### src/rtl/tgc_pkg.sv
// Shared types and constants for the touch gesture classifier.
// No dependencies; imported by every module of the block.
package tgc_pkg;

   localparam int THR_W      = 11;
   localparam int LONG_W     = 16;
   localparam int TIME_W     = 32;
   localparam int CSR_ADDR_W = 3;
   localparam int CSR_DATA_W = 32;

   typedef enum logic [0:0] {
      REG_SWIPE_THRESHOLD = 1'b0,
      REG_LONG_PRESS      = 1'b1
   } csr_reg_type;

   typedef enum logic [2:0] {
      GEST_NONE  = 3'd0,
      GEST_LONG  = 3'd1,
      GEST_LEFT  = 3'd2,
      GEST_RIGHT = 3'd3,
      GEST_TAP   = 3'd4
   } gesture_type;

   typedef struct packed {
      logic [THR_W-1:0]  swipe_threshold_px;
      logic [LONG_W-1:0] long_press_ms;
   } cfg_type;

endpackage

### src/rtl/tgc_csr.sv
// Configuration registers of the touch gesture classifier, APB-style access.
// Depends on tgc_pkg.
module tgc_csr
   import tgc_pkg::*;
(
   input  logic                  clock,
   input  logic                  reset,
   input  logic                  csr_psel,
   input  logic                  csr_penable,
   input  logic                  csr_pwrite,
   input  logic [CSR_ADDR_W-1:0] csr_paddr,
   input  logic [CSR_DATA_W-1:0] csr_pwdata,
   output logic [CSR_DATA_W-1:0] csr_prdata,
   output logic                  csr_pready,
   output cfg_type               cfg
);

   logic [THR_W-1:0]  thr_ff, thr_in;
   logic [LONG_W-1:0] long_ff, long_in;
   logic              wr_en;
   csr_reg_type       sel;

   assign wr_en      = csr_psel && csr_penable && csr_pwrite;
   assign sel        = csr_reg_type'(csr_paddr[2]);
   assign csr_pready = 1'b1;

   always_comb begin
      thr_in     = thr_ff;
      long_in    = long_ff;
      csr_prdata = '0;
      unique case (sel)
         REG_SWIPE_THRESHOLD: begin
            csr_prdata = {{(CSR_DATA_W-THR_W){1'b0}}, thr_ff};
            if (wr_en) begin
               thr_in = csr_pwdata[THR_W-1:0];
            end
         end
         REG_LONG_PRESS: begin
            csr_prdata = {{(CSR_DATA_W-LONG_W){1'b0}}, long_ff};
            if (wr_en) begin
               long_in = csr_pwdata[LONG_W-1:0];
            end
         end
         default: begin
            csr_prdata = '0;
         end
      endcase
   end

   always_ff @(posedge clock) begin
      if (reset) begin
         thr_ff  <= THR_W'(40);
         long_ff <= LONG_W'(600);
      end else begin
         thr_ff  <= thr_in;
         long_ff <= long_in;
      end
   end

   assign cfg.swipe_threshold_px = thr_ff;
   assign cfg.long_press_ms      = long_ff;

endmodule

### src/rtl/tgc_classify.sv
// Press tracking state and gesture decision for one touch sample.
// Depends on tgc_pkg.
module tgc_classify
   import tgc_pkg::*;
#(
   parameter int POS_BITS = 11
) (
   input  logic                clock,
   input  logic                reset,
   input  logic                step,
   input  logic                touching,
   input  logic [TIME_W-1:0]   time_ms,
   input  logic [POS_BITS-1:0] pos_x,
   input  cfg_type             cfg,
   output gesture_type         gesture
);

   localparam int CMP_W = ((POS_BITS > THR_W) ? POS_BITS : THR_W) + 2;

   logic                held_ff, held_in;
   logic                long_done_ff, long_done_in;
   logic                travelled_ff, travelled_in;
   logic [TIME_W-1:0]   start_time_ff, start_time_in;
   logic [POS_BITS-1:0] start_pos_ff, start_pos_in;

   logic signed [CMP_W-1:0] d;
   logic signed [CMP_W-1:0] mag;
   logic signed [CMP_W-1:0] thr;
   logic [TIME_W-1:0]       elapsed;
   logic                    time_up;
   logic                    far;

   assign d   = signed'(CMP_W'(pos_x)) - signed'(CMP_W'(start_pos_ff));
   assign mag = (d < 0) ? -d : d;
   assign thr = signed'(CMP_W'(cfg.swipe_threshold_px));
   assign elapsed = time_ms - start_time_ff;
   assign time_up = elapsed >= TIME_W'(cfg.long_press_ms);
   assign far     = mag >= thr;

   always_comb begin
      held_in       = held_ff;
      long_done_in  = long_done_ff;
      travelled_in  = travelled_ff;
      start_time_in = start_time_ff;
      start_pos_in  = start_pos_ff;
      gesture       = GEST_NONE;
      if (touching) begin
         if (!held_ff) begin
            held_in       = 1'b1;
            start_time_in = time_ms;
            long_done_in  = 1'b0;
            start_pos_in  = pos_x;
            travelled_in  = 1'b0;
         end else begin
            if (far) begin
               travelled_in = 1'b1;
            end
            if (!long_done_ff && time_up && !far) begin
               long_done_in = 1'b1;
               gesture      = GEST_LONG;
            end
         end
      end else if (held_ff) begin
         if (!long_done_ff) begin
            if (d <= -thr) begin
               gesture = GEST_LEFT;
            end else if (d >= thr) begin
               gesture = GEST_RIGHT;
            end else if (!travelled_ff && !time_up) begin
               gesture = GEST_TAP;
            end
         end
         held_in = 1'b0;
      end
   end

   always_ff @(posedge clock) begin
      if (reset) begin
         held_ff       <= 1'b0;
         long_done_ff  <= 1'b0;
         travelled_ff  <= 1'b0;
         start_time_ff <= '0;
         start_pos_ff  <= '0;
      end else if (step) begin
         held_ff       <= held_in;
         long_done_ff  <= long_done_in;
         travelled_ff  <= travelled_in;
         start_time_ff <= start_time_in;
         start_pos_ff  <= start_pos_in;
      end
   end

endmodule

### src/rtl/touch_gesture_classifier.sv
// Touch gesture classifier: tap, long press and horizontal swipe detection.
// Path: an accepted item waits in the input register, then goes through the classifier into the result register.
// Throughput: one item per cycle unless rsp_stall holds a full result register; the press state updates as an item
// moves to the result register. Reset (synchronous): clears press state and both valid flags, thresholds return to
// 40 px / 600 ms. Depends on tgc_pkg, tgc_csr and tgc_classify.
module touch_gesture_classifier
   import tgc_pkg::*;
#(
   parameter int POS_BITS = 11
) (
   input  logic                  clock,
   input  logic                  reset,
   input  logic                  req_valid,
   output logic                  req_stall,
   input  logic                  req_touching,
   input  logic [TIME_W-1:0]     req_time_ms,
   input  logic [POS_BITS-1:0]   req_pos_x,
   output logic                  rsp_valid,
   input  logic                  rsp_stall,
   output logic [2:0]            rsp_gesture,
   input  logic                  csr_psel,
   input  logic                  csr_penable,
   input  logic                  csr_pwrite,
   input  logic [CSR_ADDR_W-1:0] csr_paddr,
   input  logic [CSR_DATA_W-1:0] csr_pwdata,
   output logic [CSR_DATA_W-1:0] csr_prdata,
   output logic                  csr_pready
);

   cfg_type cfg;

   logic                in_valid_ff;
   logic                in_touching_ff;
   logic [TIME_W-1:0]   in_time_ff;
   logic [POS_BITS-1:0] in_pos_ff;
   logic                out_valid_ff;
   gesture_type         out_gesture_ff;
   gesture_type         gesture;
   logic                out_ready;
   logic                step;

   tgc_csr u_csr (
      .clock       (clock),
      .reset       (reset),
      .csr_psel    (csr_psel),
      .csr_penable (csr_penable),
      .csr_pwrite  (csr_pwrite),
      .csr_paddr   (csr_paddr),
      .csr_pwdata  (csr_pwdata),
      .csr_prdata  (csr_prdata),
      .csr_pready  (csr_pready),
      .cfg         (cfg)
   );

   tgc_classify #(
      .POS_BITS (POS_BITS)
   ) u_classify (
      .clock    (clock),
      .reset    (reset),
      .step     (step),
      .touching (in_touching_ff),
      .time_ms  (in_time_ff),
      .pos_x    (in_pos_ff),
      .cfg      (cfg),
      .gesture  (gesture)
   );

   assign out_ready = !out_valid_ff || !rsp_stall;
   assign step      = in_valid_ff && out_ready;
   assign req_stall = in_valid_ff && !out_ready;

   always_ff @(posedge clock) begin
      if (reset) begin
         in_valid_ff <= 1'b0;
      end else if (!req_stall) begin
         in_valid_ff <= req_valid;
      end
   end

   always_ff @(posedge clock) begin
      if (req_valid && !req_stall) begin
         in_touching_ff <= req_touching;
         in_time_ff     <= req_time_ms;
         in_pos_ff      <= req_pos_x;
      end
   end

   always_ff @(posedge clock) begin
      if (reset) begin
         out_valid_ff <= 1'b0;
      end else if (out_ready) begin
         out_valid_ff <= in_valid_ff;
      end
   end

   always_ff @(posedge clock) begin
      if (step) begin
         out_gesture_ff <= gesture;
      end
   end

   assign rsp_valid   = out_valid_ff;
   assign rsp_gesture = out_gesture_ff;

endmodule

### config.mk
export PLATFORM = sky130hd
export DESIGN_NAME = touch_gesture_classifier
export DESIGN_NICKNAME = d
export VERILOG_FILES = /design/src/rtl/tgc_pkg.sv /design/src/rtl/tgc_csr.sv /design/src/rtl/tgc_classify.sv /design/src/rtl/touch_gesture_classifier.sv
export SDC_FILE = /design/constraint.sdc
export NUM_CORES = 1
export LEC_CHECK = 0
export BUFFER_PORTS_ARGS = -buffer_cell sky130_fd_sc_hd__buf_2
export CELL_PAD_IN_SITES_DETAIL_PLACEMENT = 0
export CELL_PAD_IN_SITES_GLOBAL_PLACEMENT = 1
export CORE_MARGIN = 2
export CORE_UTILIZATION = 39
export CTS_CLUSTER_SIZE = 40
export DETAILED_ROUTE_END_ITERATION = 12
export PLACE_DENSITY_LB_ADDON = 0.1
export SLEW_MARGIN = 20
export SYNTH_ARGS = -nofsm -noshare
export SYNTH_HDL_FRONTEND = slang
export SYNTH_SLANG_ARGS = --single-unit
### constraint.sdc
create_clock -name clock -period 4.17 [get_ports clock]
set_input_delay 0.2085 -clock clock [delete_from_list [all_inputs] [get_ports clock]]
set_output_delay 0.2085 -clock clock [all_outputs]
set_load 0.01 [all_outputs]
==> metrics.md <==
| Metric | Value |
|---|---|
| Most used cells in the layout excluding fill and tap cells | 177 x sky130_fd_sc_hd__nand2_1, 113 x sky130_fd_sc_hd__a21oi_1, 88 x sky130_fd_sc_hd__ha_1 |
| Category of the worst setup path launch point | register |
| Nets | 1409 |
| Total GRT Usage | 0.197 |
| Total clock sinks | 122 |
| Top fanout value on the critical path | 3 |
| Count of vias placed by the detailed router | 7667 |
| Instance count of the mapped netlist | 1050 |
| Total of endpoints with negative setup slack in the final report | 3 |
| Required time of the critical path | 4.33 ns |
| Worst hold-check slack | 0.0241 ns |
| Count of input and output buffers | 88 |
| Number of max-slew violations in the final report | 0 |
| Number of synthesized flops with an enable pin | 47 |
| Clock buffers created by TritonCTS | 17 |
| Total power | 3730 µW |
| Commonest register cell after synthesis | sky130_fd_sc_hd__dfxtp_1 |
| Grt total ovfl | 0 |
| H-Tree Depth | 4 |
| Antenna Nets Post-Route | 0 |
| PwrDens | 342 nW/µm² |
| Initial antenna violation count | 0 |
| Post-Route WL | 22.7 mm |
| Worst-path clk slew | 0.07 ns |
| Least setup slack across all paths after layout | -0.230 ns |
| Number of detailed-route iterations in the first pass | 4 |
| Largest clock skew in the final design | 0.00873 ns |
| Number of global-route vias before repair | 7430 |
| Starting DRT DRC Count | 358 |
| Share of cells above drive strength 1 | 0.190 |
| Maximum clock frequency | 227 MHz |
| Initial standard-cell utilization of the core | 0.397 |
| Most common cell after layout, fill and taps aside | sky130_fd_sc_hd__nand2_1 |
| Count of placed standard cells in the final layout, fillers left out | 1520 |
| Share of synthesized area occupied by flip-flops and latches | 0.337 |
| MaxCap Viol Count | 0 |
| Insertion delay of the later-clocked pin in the worst-skew pair | 0.43 ns |
| Unrepaired setup endpoints after global routing | true |
| Number of placed instances with taps included | 1426 |
| Worst relative slew slack | 0.332 |
| Dominant cells by area after synthesis | sky130_fd_sc_hd__dfxtp_1 17%, sky130_fd_sc_hd__edfxtp_1 16%, sky130_fd_sc_hd__ha_1 14%, sky130_fd_sc_hd__nand2_1 7.7%, sky130_fd_sc_hd__a21oi_1 6.7% |
| Number of buffers on the longest clock path | 2 |
| Transition at the pin with the smallest max-transition slack | 1.00 ns |
| Library cell used as clock root buffer | sky130_fd_sc_hd__clkbuf_16 |
| Biggest area consumer among synthesized cells | sky130_fd_sc_hd__dfxtp_1 |
| Critical path class | register to register |
| Share of Yosys cell area claimed by the top area cell type | 0.174 |
| Post-placement setup slack | -0.307 ns |
| Vert. Die Dim | 153 µm |
| Async SR Flop Fraction | 0 |
| Count of cell types in the netlist | 78 |
| Violated checks | negative setup slack |
| Arrival time of data at the critical path endpoint | 4.57 ns |
| Period minus WS final | 4.40 ns |
| Flops & latches, synth | 122 |
| Fill cell count | 2156 |
| Total die area | 23400 µm² |
| Status | complete, but fails checks |
| Antenna diode count | 0 |
| Global-route wire length before repair | 37.3 mm |
| Cell leakage power | 0.00439 µW |
| Largest net degree at the start of global routing | 54 |
| Core ar. | 21800 µm² |
| Area Growth Syn to Fin | 26.1% |
| Placement row count | 54 |
| Syn_area_per_cell | 8.23 µm² |
| Final Hold Vio Count | 0 |
| Peak VDD IR | 0.184 mV |
| Width of the die | 153 µm |
| DP Wirelength | 16.8 mm |
| Post-DR vias/cell | 5.04 |
| Routability-driven placement congestion ratio | 0.889 |
| Number of warnings printed during yosys synthesis | 0 |
| DR WL/cell | 15.0 µm |
| CTS tree | built |
| Area of the mapped netlist | 8640 µm² |
| Path category of the worst min-delay check | input pin to register |
| DR DRC count | 0 |
| Ports placed on the boundary | 124 |
| Period utilisation layout | 1.06 |
| Critical Path End Type | register |
## worst paths after layout
path | start | slack [ns] | cells after the start | to
min | csr_pwdata[11] | 0.02 | 3 | u_csr.long_ff[11]
max reg2reg | in_time_ff[9] | -0.23 | 18 | rsp_gesture[0]
min reg2reg | u_classify.long_done_ff | 0.44 | 2 | u_classify.long_done_ff
max | in_time_ff[9] | -0.23 | 18 | rsp_gesture[0]
## where the power goes
group          internal [µW]  switching, µW
combinational            470            540
clock                    785            610
sequential              1290           30.2
total                   2550           1180
## registers in the layout, indices dropped and copies added, names as in the netlist
name and flops:
in_time_ff 32, u_classify.start_time_ff 32, u_csr.long_ff 16, in_pos_ff 11
u_classify.start_pos_ff 11, u_csr.thr_ff 11, rsp_gesture 3, in_touching_ff 1
in_valid_ff 1, rsp_valid 1, u_classify.held_ff 1, u_classify.long_done_ff 1
u_classify.travelled_ff 1
## metal layers
layer / vias to the layer above / track usage / share of wire
li1: 3994 / - / -
met1: 3514 / 0.267 / 0.50
met2: 130 / 0.321 / 0.46
met3: 29 / 0.0363 / 0.030
met4: 0 / 0.0573 / 0.018
met5: - / 0 / 0
## worst max-delay path, cell delays in order (launching register included)
cell and delay [ns]:
sky130_fd_sc_hd__edfxtp_1 0.43, sky130_fd_sc_hd__ha_4 0.27, sky130_fd_sc_hd__and2_2 0.19, sky130_fd_sc_hd__a22o_1 0.26, sky130_fd_sc_hd__a211o_1 0.28, sky130_fd_sc_hd__a21oi_4 0.16, sky130_fd_sc_hd__xnor2_2 0.07, sky130_fd_sc_hd__ha_1 0.31
sky130_fd_sc_hd__a21o_1 0.18, sky130_fd_sc_hd__a31oi_1 0.14, sky130_fd_sc_hd__o211ai_1 0.11, sky130_fd_sc_hd__a311oi_1 0.25, sky130_fd_sc_hd__buf_4 0.16, sky130_fd_sc_hd__nor2_1 0.05, sky130_fd_sc_hd__or4_4 0.54, sky130_fd_sc_hd__nor4_2 0.15
sky130_fd_sc_hd__nand3_1 0.14, sky130_fd_sc_hd__o311ai_1 0.31, sky130_fd_sc_hd__a21oi_1 0.11
## per-stage QoR
stage,cell area [µm²],utilization,setup TNS (ns)
floorplan,8740,-,0
global placement,9620,0.442,-0.500
detailed placement,9620,0.442,-0.675
CTS,10700,0.494,-0.429
global route,10900,0.501,-1.06
finish,10900,0.501,-0.311
## cell usage after synthesis (8+ instances only)
master and n:
sky130_fd_sc_hd__dfxtp_1 75, sky130_fd_sc_hd__edfxtp_1 47, sky130_fd_sc_hd__and3_1 8, sky130_fd_sc_hd__nor2b_1 13
sky130_fd_sc_hd__clkbuf_1 32, sky130_fd_sc_hd__buf_4 18, sky130_fd_sc_hd__nand3_1 17, sky130_fd_sc_hd__o21ai_0 41
sky130_fd_sc_hd__nand4_1 12, sky130_fd_sc_hd__a211o_1 9, sky130_fd_sc_hd__a21oi_1 116, sky130_fd_sc_hd__nand2b_1 20
sky130_fd_sc_hd__a21o_1 23, sky130_fd_sc_hd__o211ai_1 10, sky130_fd_sc_hd__inv_1 80, sky130_fd_sc_hd__nor2_1 67
sky130_fd_sc_hd__xor2_1 16, sky130_fd_sc_hd__nand2_1 178, sky130_fd_sc_hd__xnor2_1 30, sky130_fd_sc_hd__o21a_1 9
sky130_fd_sc_hd__ha_1 94, sky130_fd_sc_hd__nor3_1 14
## final cells by class
class	count	area (µm²)	area share
multi-input combinational	802	5350	0.491
sequential	122	2910	0.267
timing repair buffer	203	1430	0.131
clock buffer	18	439	0.0403
tap	280	350	0.0322
inverter	81	304	0.0279
clock inverter	14	111	0.0102
## kinds of logic after synthesis
logic type               after synthesis  synth area share
XOR/XNOR                              47            0.0485
AND/OR/NAND/NOR                      364             0.193
buffers and inverters                141            0.0717
multiplexers                           4           0.00478
flip-flops                           122             0.337
AO/OA/AOI/OAI                        274             0.204
other                                  2          0.000870
adder cells (fa/ha/maj)               96             0.141
## timing repair
action                                 4_1_cts  5_1_grt
endpoints found under the hold margin       47        1
gates resized for setup                      5       19
hold buffers                                47        1
pin swaps                                   15       13
setup endpoints to repair                    3        5
cloned                                       0        0
buffers inserted                            10        4
Power figures use the tool's default switching activity.
